### src/ptw_pkg.sv
// shared types, codes and constants for the four-level page table walker
package ptw_pkg;

  localparam int ADDR_W          = 48;
  localparam int DATA_W          = 64;
  localparam int WIDX_W          = 12;
  localparam int IDX_W           = 9;
  localparam int PAGE_OFS_W      = 12;
  localparam int TABLE_WORDS_DEF = 4096;

  localparam logic [ADDR_W-1:0] FRAME_MASK = 48'hFFFF_FFFF_F000;

  // item kinds
  localparam logic FUNC_WRITE = 1'b0;
  localparam logic FUNC_XLATE = 1'b1;

  // configuration register indexes
  localparam logic CFG_ROOT   = 1'b0;
  localparam logic CFG_WINDOW = 1'b1;

  // result status codes
  localparam logic [1:0] ST_OK        = 2'd0;
  localparam logic [1:0] ST_ROOT_ZERO = 2'd1;
  localparam logic [1:0] ST_INVALID   = 2'd2;
  localparam logic [1:0] ST_OUTSIDE   = 2'd3;

  localparam logic [1:0] LEVEL_LAST = 2'd3;

  typedef struct packed {
    logic [ADDR_W-1:0] phys_addr;
    logic [1:0]        status;
    logic [1:0]        fault_level;
  } res_t;

  // 9-bit table index of a virtual address at a given level
  function automatic logic [IDX_W-1:0] level_index(input logic [ADDR_W-1:0] va,
                                                   input logic [1:0] lvl);
    logic [IDX_W-1:0] idx;
    unique case (lvl)
      2'd0:    idx = va[47:39];
      2'd1:    idx = va[38:30];
      2'd2:    idx = va[29:21];
      default: idx = va[20:12];
    endcase
    return idx;
  endfunction

endpackage

### src/ptw_walk.sv
// walk sequencer: takes items, issues table reads level by level, builds the result
module ptw_walk #(
  parameter int TABLE_WORDS = ptw_pkg::TABLE_WORDS_DEF,
  localparam int AW = $clog2(TABLE_WORDS)
) (
  input  logic                        clk,
  input  logic                        rst,
  input  logic                        in_valid,
  output logic                        in_ready,
  input  logic                        func,
  input  logic [ptw_pkg::ADDR_W-1:0]  virt_addr,
  input  logic [ptw_pkg::WIDX_W-1:0]  word_index,
  input  logic [ptw_pkg::DATA_W-1:0]  word_data,
  input  logic [ptw_pkg::ADDR_W-1:0]  root_table_addr,
  input  logic [ptw_pkg::ADDR_W-1:0]  window_base_addr,
  output logic                        mem_wr_en,
  output logic [AW-1:0]               mem_wr_addr,
  output logic [ptw_pkg::DATA_W-1:0]  mem_wr_data,
  output logic                        mem_rd_en,
  output logic [AW-1:0]               mem_rd_addr,
  input  logic [ptw_pkg::DATA_W-1:0]  mem_rd_data,
  output logic                        res_valid,
  input  logic                        res_ready,
  output ptw_pkg::res_t               res
);
  import ptw_pkg::*;

  localparam logic [1:0] S_IDLE = 2'd0;
  localparam logic [1:0] S_ADDR = 2'd1;
  localparam logic [1:0] S_DATA = 2'd2;
  localparam logic [1:0] S_FIN  = 2'd3;

  localparam logic [ADDR_W-4:0] WIN_WORDS = (ADDR_W-3)'(TABLE_WORDS);

  logic [1:0]        state;
  logic [1:0]        state_next;
  logic [ADDR_W-1:0] va;
  logic [1:0]        lvl;
  logic [ADDR_W-1:0] rel;     // table base minus window base, mod 2^48
  res_t              res_q;

  logic              accept;
  logic [IDX_W-1:0]  idx;
  logic [ADDR_W-1:0] ofs;
  logic              in_window;
  logic [ADDR_W-1:0] frame;

  assign in_ready = (state == S_IDLE);
  assign accept   = in_valid && in_ready;

  assign idx       = level_index(va, lvl);
  assign ofs       = rel + {{(ADDR_W-IDX_W-3){1'b0}}, idx, 3'b000};
  assign in_window = ofs[ADDR_W-1:3] < WIN_WORDS;
  assign frame     = mem_rd_data[ADDR_W-1:0] & FRAME_MASK;

  // writes only happen in idle, reads only mid walk: no overlap on one entry
  assign mem_wr_en   = accept && (func == FUNC_WRITE) &&
                       (32'(word_index) < 32'(TABLE_WORDS));
  assign mem_wr_addr = AW'(word_index);
  assign mem_wr_data = word_data;
  assign mem_rd_en   = (state == S_ADDR) && in_window;
  assign mem_rd_addr = ofs[AW+2:3];

  assign res_valid = (state == S_FIN);
  assign res       = res_q;

  always_comb begin
    state_next = state;
    unique case (state)
      S_IDLE: begin
        if (accept) begin
          if (func == FUNC_WRITE || root_table_addr == '0) begin
            state_next = S_FIN;
          end else begin
            state_next = S_ADDR;
          end
        end
      end
      S_ADDR: begin
        state_next = in_window ? S_DATA : S_FIN;
      end
      S_DATA: begin
        if (!mem_rd_data[0] || lvl == LEVEL_LAST) begin
          state_next = S_FIN;
        end else begin
          state_next = S_ADDR;
        end
      end
      default: begin
        if (res_ready) begin
          state_next = S_IDLE;
        end
      end
    endcase
  end

  always_ff @(posedge clk) begin
    if (rst) begin
      state <= S_IDLE;
    end else begin
      state <= state_next;
    end
  end

  always_ff @(posedge clk) begin
    unique case (state)
      S_IDLE: begin
        if (accept) begin
          va    <= virt_addr;
          lvl   <= 2'd0;
          rel   <= root_table_addr - window_base_addr;
          res_q <= '{phys_addr: '0,
                     status: (func == FUNC_XLATE && root_table_addr == '0) ?
                             ST_ROOT_ZERO : ST_OK,
                     fault_level: 2'd0};
        end
      end
      S_ADDR: begin
        if (!in_window) begin
          res_q <= '{phys_addr: '0, status: ST_OUTSIDE, fault_level: lvl};
        end
      end
      S_DATA: begin
        if (!mem_rd_data[0]) begin
          res_q <= '{phys_addr: '0, status: ST_INVALID, fault_level: lvl};
        end else if (lvl == LEVEL_LAST) begin
          res_q <= '{phys_addr: frame | {{(ADDR_W-PAGE_OFS_W){1'b0}},
                                         va[PAGE_OFS_W-1:0]},
                     status: ST_OK, fault_level: 2'd0};
        end else begin
          rel <= frame - window_base_addr;
          lvl <= lvl + 2'd1;
        end
      end
      default: begin
      end
    endcase
  end

endmodule

### config.mk
export PLATFORM = sky130hd
export DESIGN_NAME = ptw_walk
export DESIGN_NICKNAME = d
export VERILOG_FILES = /design/src/ptw_pkg.sv /design/src/ptw_walk.sv
export SDC_FILE = /design/constraint.sdc
export NUM_CORES = 1
export LEC_CHECK = 0
export ABC_AREA = 1
export BUFFER_PORTS_ARGS = -buffer_cell sky130_fd_sc_hd__buf_2
export CORE_AREA = 2 2 167 169
export CTS_BUF_LIST = sky130_fd_sc_hd__clkbuf_8 sky130_fd_sc_hd__clkbuf_16
export CTS_CLUSTER_DIAMETER = 200
export CTS_CLUSTER_SIZE = 8
export DETAILED_ROUTE_END_ITERATION = 16
export DIE_AREA = 0 0 169 171
export PLACE_DENSITY = 0.73
export SYNTH_ARGS = -nofsm -noshare
export SYNTH_HDL_FRONTEND = slang
export SYNTH_SLANG_ARGS = --single-unit
### constraint.sdc
create_clock -name clk -period 10 [get_ports clk]
set_clock_uncertainty 0.2 [all_clocks]
set_input_delay 1 -clock clk [delete_from_list [all_inputs] [get_ports clk]]
set_output_delay 1 -clock clk [all_outputs]
set_load 0.02 [all_outputs]
==> impl_results.md <==
* Largest net degree at the start of global routing at 53
* Worst-margin pin slew at ~0.74 ns
* Period utilisation layout at 61.3%
* Most frequent cells in the layout: 368 x nand2_1, 253 x buf_2, 239 x inv_1
* Placed Area at 12500 um^2
* Yosys warnings at 0
* Site row count at 61
* Seq/Total Area, Yosys at 39.0%
* Min-Delay Path Class: flip-flop to flip-flop
* Syn Nets at between 1500 and 2000
* Ys async rst share at 0%
* Layout cell share with drive strength beyond 1 at 17.9%
* First-pass GRT wire length at 50700 um
* # resized after CTS at 0
* Max-cap violations at 0
* Placer Congestion at 0.982
* # IOs at 433
* Crit Path Category: flip-flop to output pin
* Worst skew pair latency at 0.44 ns
* Nets at 2052
* GR Util met2 at 37.6%
* Power Dens Cells at 339 nW/um^2
* R2r worst-path depth at 22
* Via density at between 5 and 6
* Gr ovfl total at 0
* Drt total wl at 33100 um
* Final instance area at around 13000 um^2
* Vias in the first global route at 10150
* CTS tree: done
* DR iter-0 viols at 805
* Post-DP HPWL at 27300 um
* Via count at between 10000 and 15000
* Lkg Pwr at 0.00645 uW
* Mean Syn Cell Area at 7.51 um^2
* Register bit total from synthesis at between 100 and 150
* Total negative setup slack at 0 ns
* Crit path capture type: output pin
* Core ar. at between 20000 and 30000 um^2
* P&R area growth vs syn at 15.4%
* CTS Hold Bufs at 0
* Clock Sinks at about 150
* Met3 Resource Use GR at 5.27%
* RR Endpoint: res[48]
* Worst-path clk slew at 0.07 ns
* Post-CTS setup buffer count at 0
* Clock buffer depth at 2
* # DRC at 0
* Cell variety after synth at 43
* Starting density of the core at a little over two fifths
* Top_reg_cell synth: edfxtp_1
* Unrepaired setup endpoints after global routing: no
* Final hold violations at 0
* Root Driver: clkbuf_16
* Mapped Cells at 1519
* CP arrival at 4.93 ns
* Status: finished, final reports clean
* Startpoint type of the worst setup path: flip-flop
* Initial antenna violation count at 4
* CP Launch Point: lvl[0]
* R2R Setup Slk at between 4 and 5 ns
* Die Ht at 171 um
* EDFF count, synth at 147
* CP Max Fanout at 11
* Setup-failing EPs final at 0
* Worst rel slew slack at 50.8%
* DRT Pass-1 Iters at 6
* FMAX at 0.163 GHz
* Max Slew Vio Count at 0
* GR Util All Layers at 22.7%
* Die Wd at 169 um
* Post-route antenna net violation count at 0
* Worst-case vdd ir drop at 0.000232 V
* Inserted Clock Buffers at 17
* Post-DR wirelength/cell at 16.1 um
* Met1 Use GR at 26.8%
* Minimum clock period at 6.13 ns
* Most common cell after layout, fill and taps aside: nand2_1
* H-tree levels at 4
* Synthesized cell area at 11400 um^2
* Critical Path RT at 8.80 ns
* Crit path to: mem_rd_en
* Busiest grt layer: met2
* Reg2reg start: lvl[0]
* I/O Buffers at 253
* Total die area at 28900 um^2
==> Yosys cell counts (4+ instances only) <==
library cell | count | area, um^2
nor4_1 | 14 | 87.6
nand3_1 | 58 | 290
a21oi_1 | 87 | 435
nand3_2 | 4 | 40.0
buf_4 | 76 | 571
nand3b_1 | 12 | 90.1
ha_1 | 63 | 788
o21ai_1 | 9 | 45.0
o21ai_0 | 58 | 290
edfxtp_1 | 147 | 4410
clkbuf_1 | 15 | 56.3
nor3_1 | 34 | 170
nand2_1 | 368 | 1380
o21a_1 | 4 | 30.0
xnor2_1 | 16 | 140
nand4_1 | 21 | 131
xor2_1 | 44 | 385
inv_1 | 240 | 901
nor2_1 | 182 | 683
buf_1 | 5 | 18.8
a31oi_1 | 26 | 163
==> flip-flops by register name, indices dropped and copies added (netlist names) <==
register / flops
lvl: 2
rel: 45
res: 52
state: 2
va: 48
==> critical path: stages, from the launching register on <==
cell      delay [ns]
edfxtp_1        0.44
ha_1            0.40
inv_1           0.44
nor2_1          0.07
a31oi_1         0.16
ha_1            0.31
inv_1           0.09
fa_1            0.41
inv_1           0.15
nand2_1         0.09
a21oi_1         0.30
nand2_1         0.14
nand3_2         0.17
nand2_1         0.08
nand2_1         0.11
nand2_1         0.06
nor2_1          0.10
nand3_1         0.08
nor2_1          0.18
nand3_1         0.23
nor2_1          0.25
buf_2           0.22
==> layout make-up <==
class	count	area (um^2)
fill	2672	14200
clock inverter	15	229
inverter	243	912
multi-input combinational	1030	5400
sequential	149	4450
tap	346	433
clock buffer	17	425
antenna	4	10.0
timing repair buffer	258	1300
==> how the worst min path moves through the flow <==
stage / start / to / cells past startpoint
floorplan: state[1] / state[1] / 2
global placement: state[1] / state[1] / 2
detailed placement: state[1] / state[1] / 2
CTS: state[1] / state[1] / 2
global route: state[1] / state[1] / 2
finish: state[1] / state[1] / 2
==> layer usage <==
layer / part of all wire (%) / vias up / routed length, um
met5: 0 / - / 0
met4: 5.1 / 0 / 1690
met3: 8.5 / 117 / 2800
met2: 47 / 469 / 15400
met1: 40 / 4790 / 13200
li1: - / 5266 / -
==> through the flow <==
step                      hold slack, ns  util [%]  setup WS, ns  cells  power (uW)
final                              0.326      48.2          3.87   2062        4460
after global routing               0.349      48.2          3.48   2062        4800
after CTS                          0.321      48.2          3.89   2058        4460
after detailed placement           0.312      45.8          4.38   2026        3740
after global placement             0.292      45.8          4.42   2026        3710
after floorplan                    0.271         -          1.16   1519        3000
==> logic make-up after synthesis <==
logic type	share of synthesized area (%)
AND/OR/NAND/NOR	26.1
buffers and inverters	13.7
AO/OA/AOI/OAI	9.45
flip-flops	39.0
adder cells (fa/ha/maj)	7.08
XOR/XNOR	4.61
==> report_power, final <==
part	leakage, uW	internal (uW)	total, uW	switching [uW]
clock	0.000323	430	714	284
combinational	0.00465	765	2510	1740
sequential	0.00148	1080	1240	158
Power figures use the tool's default switching activity.
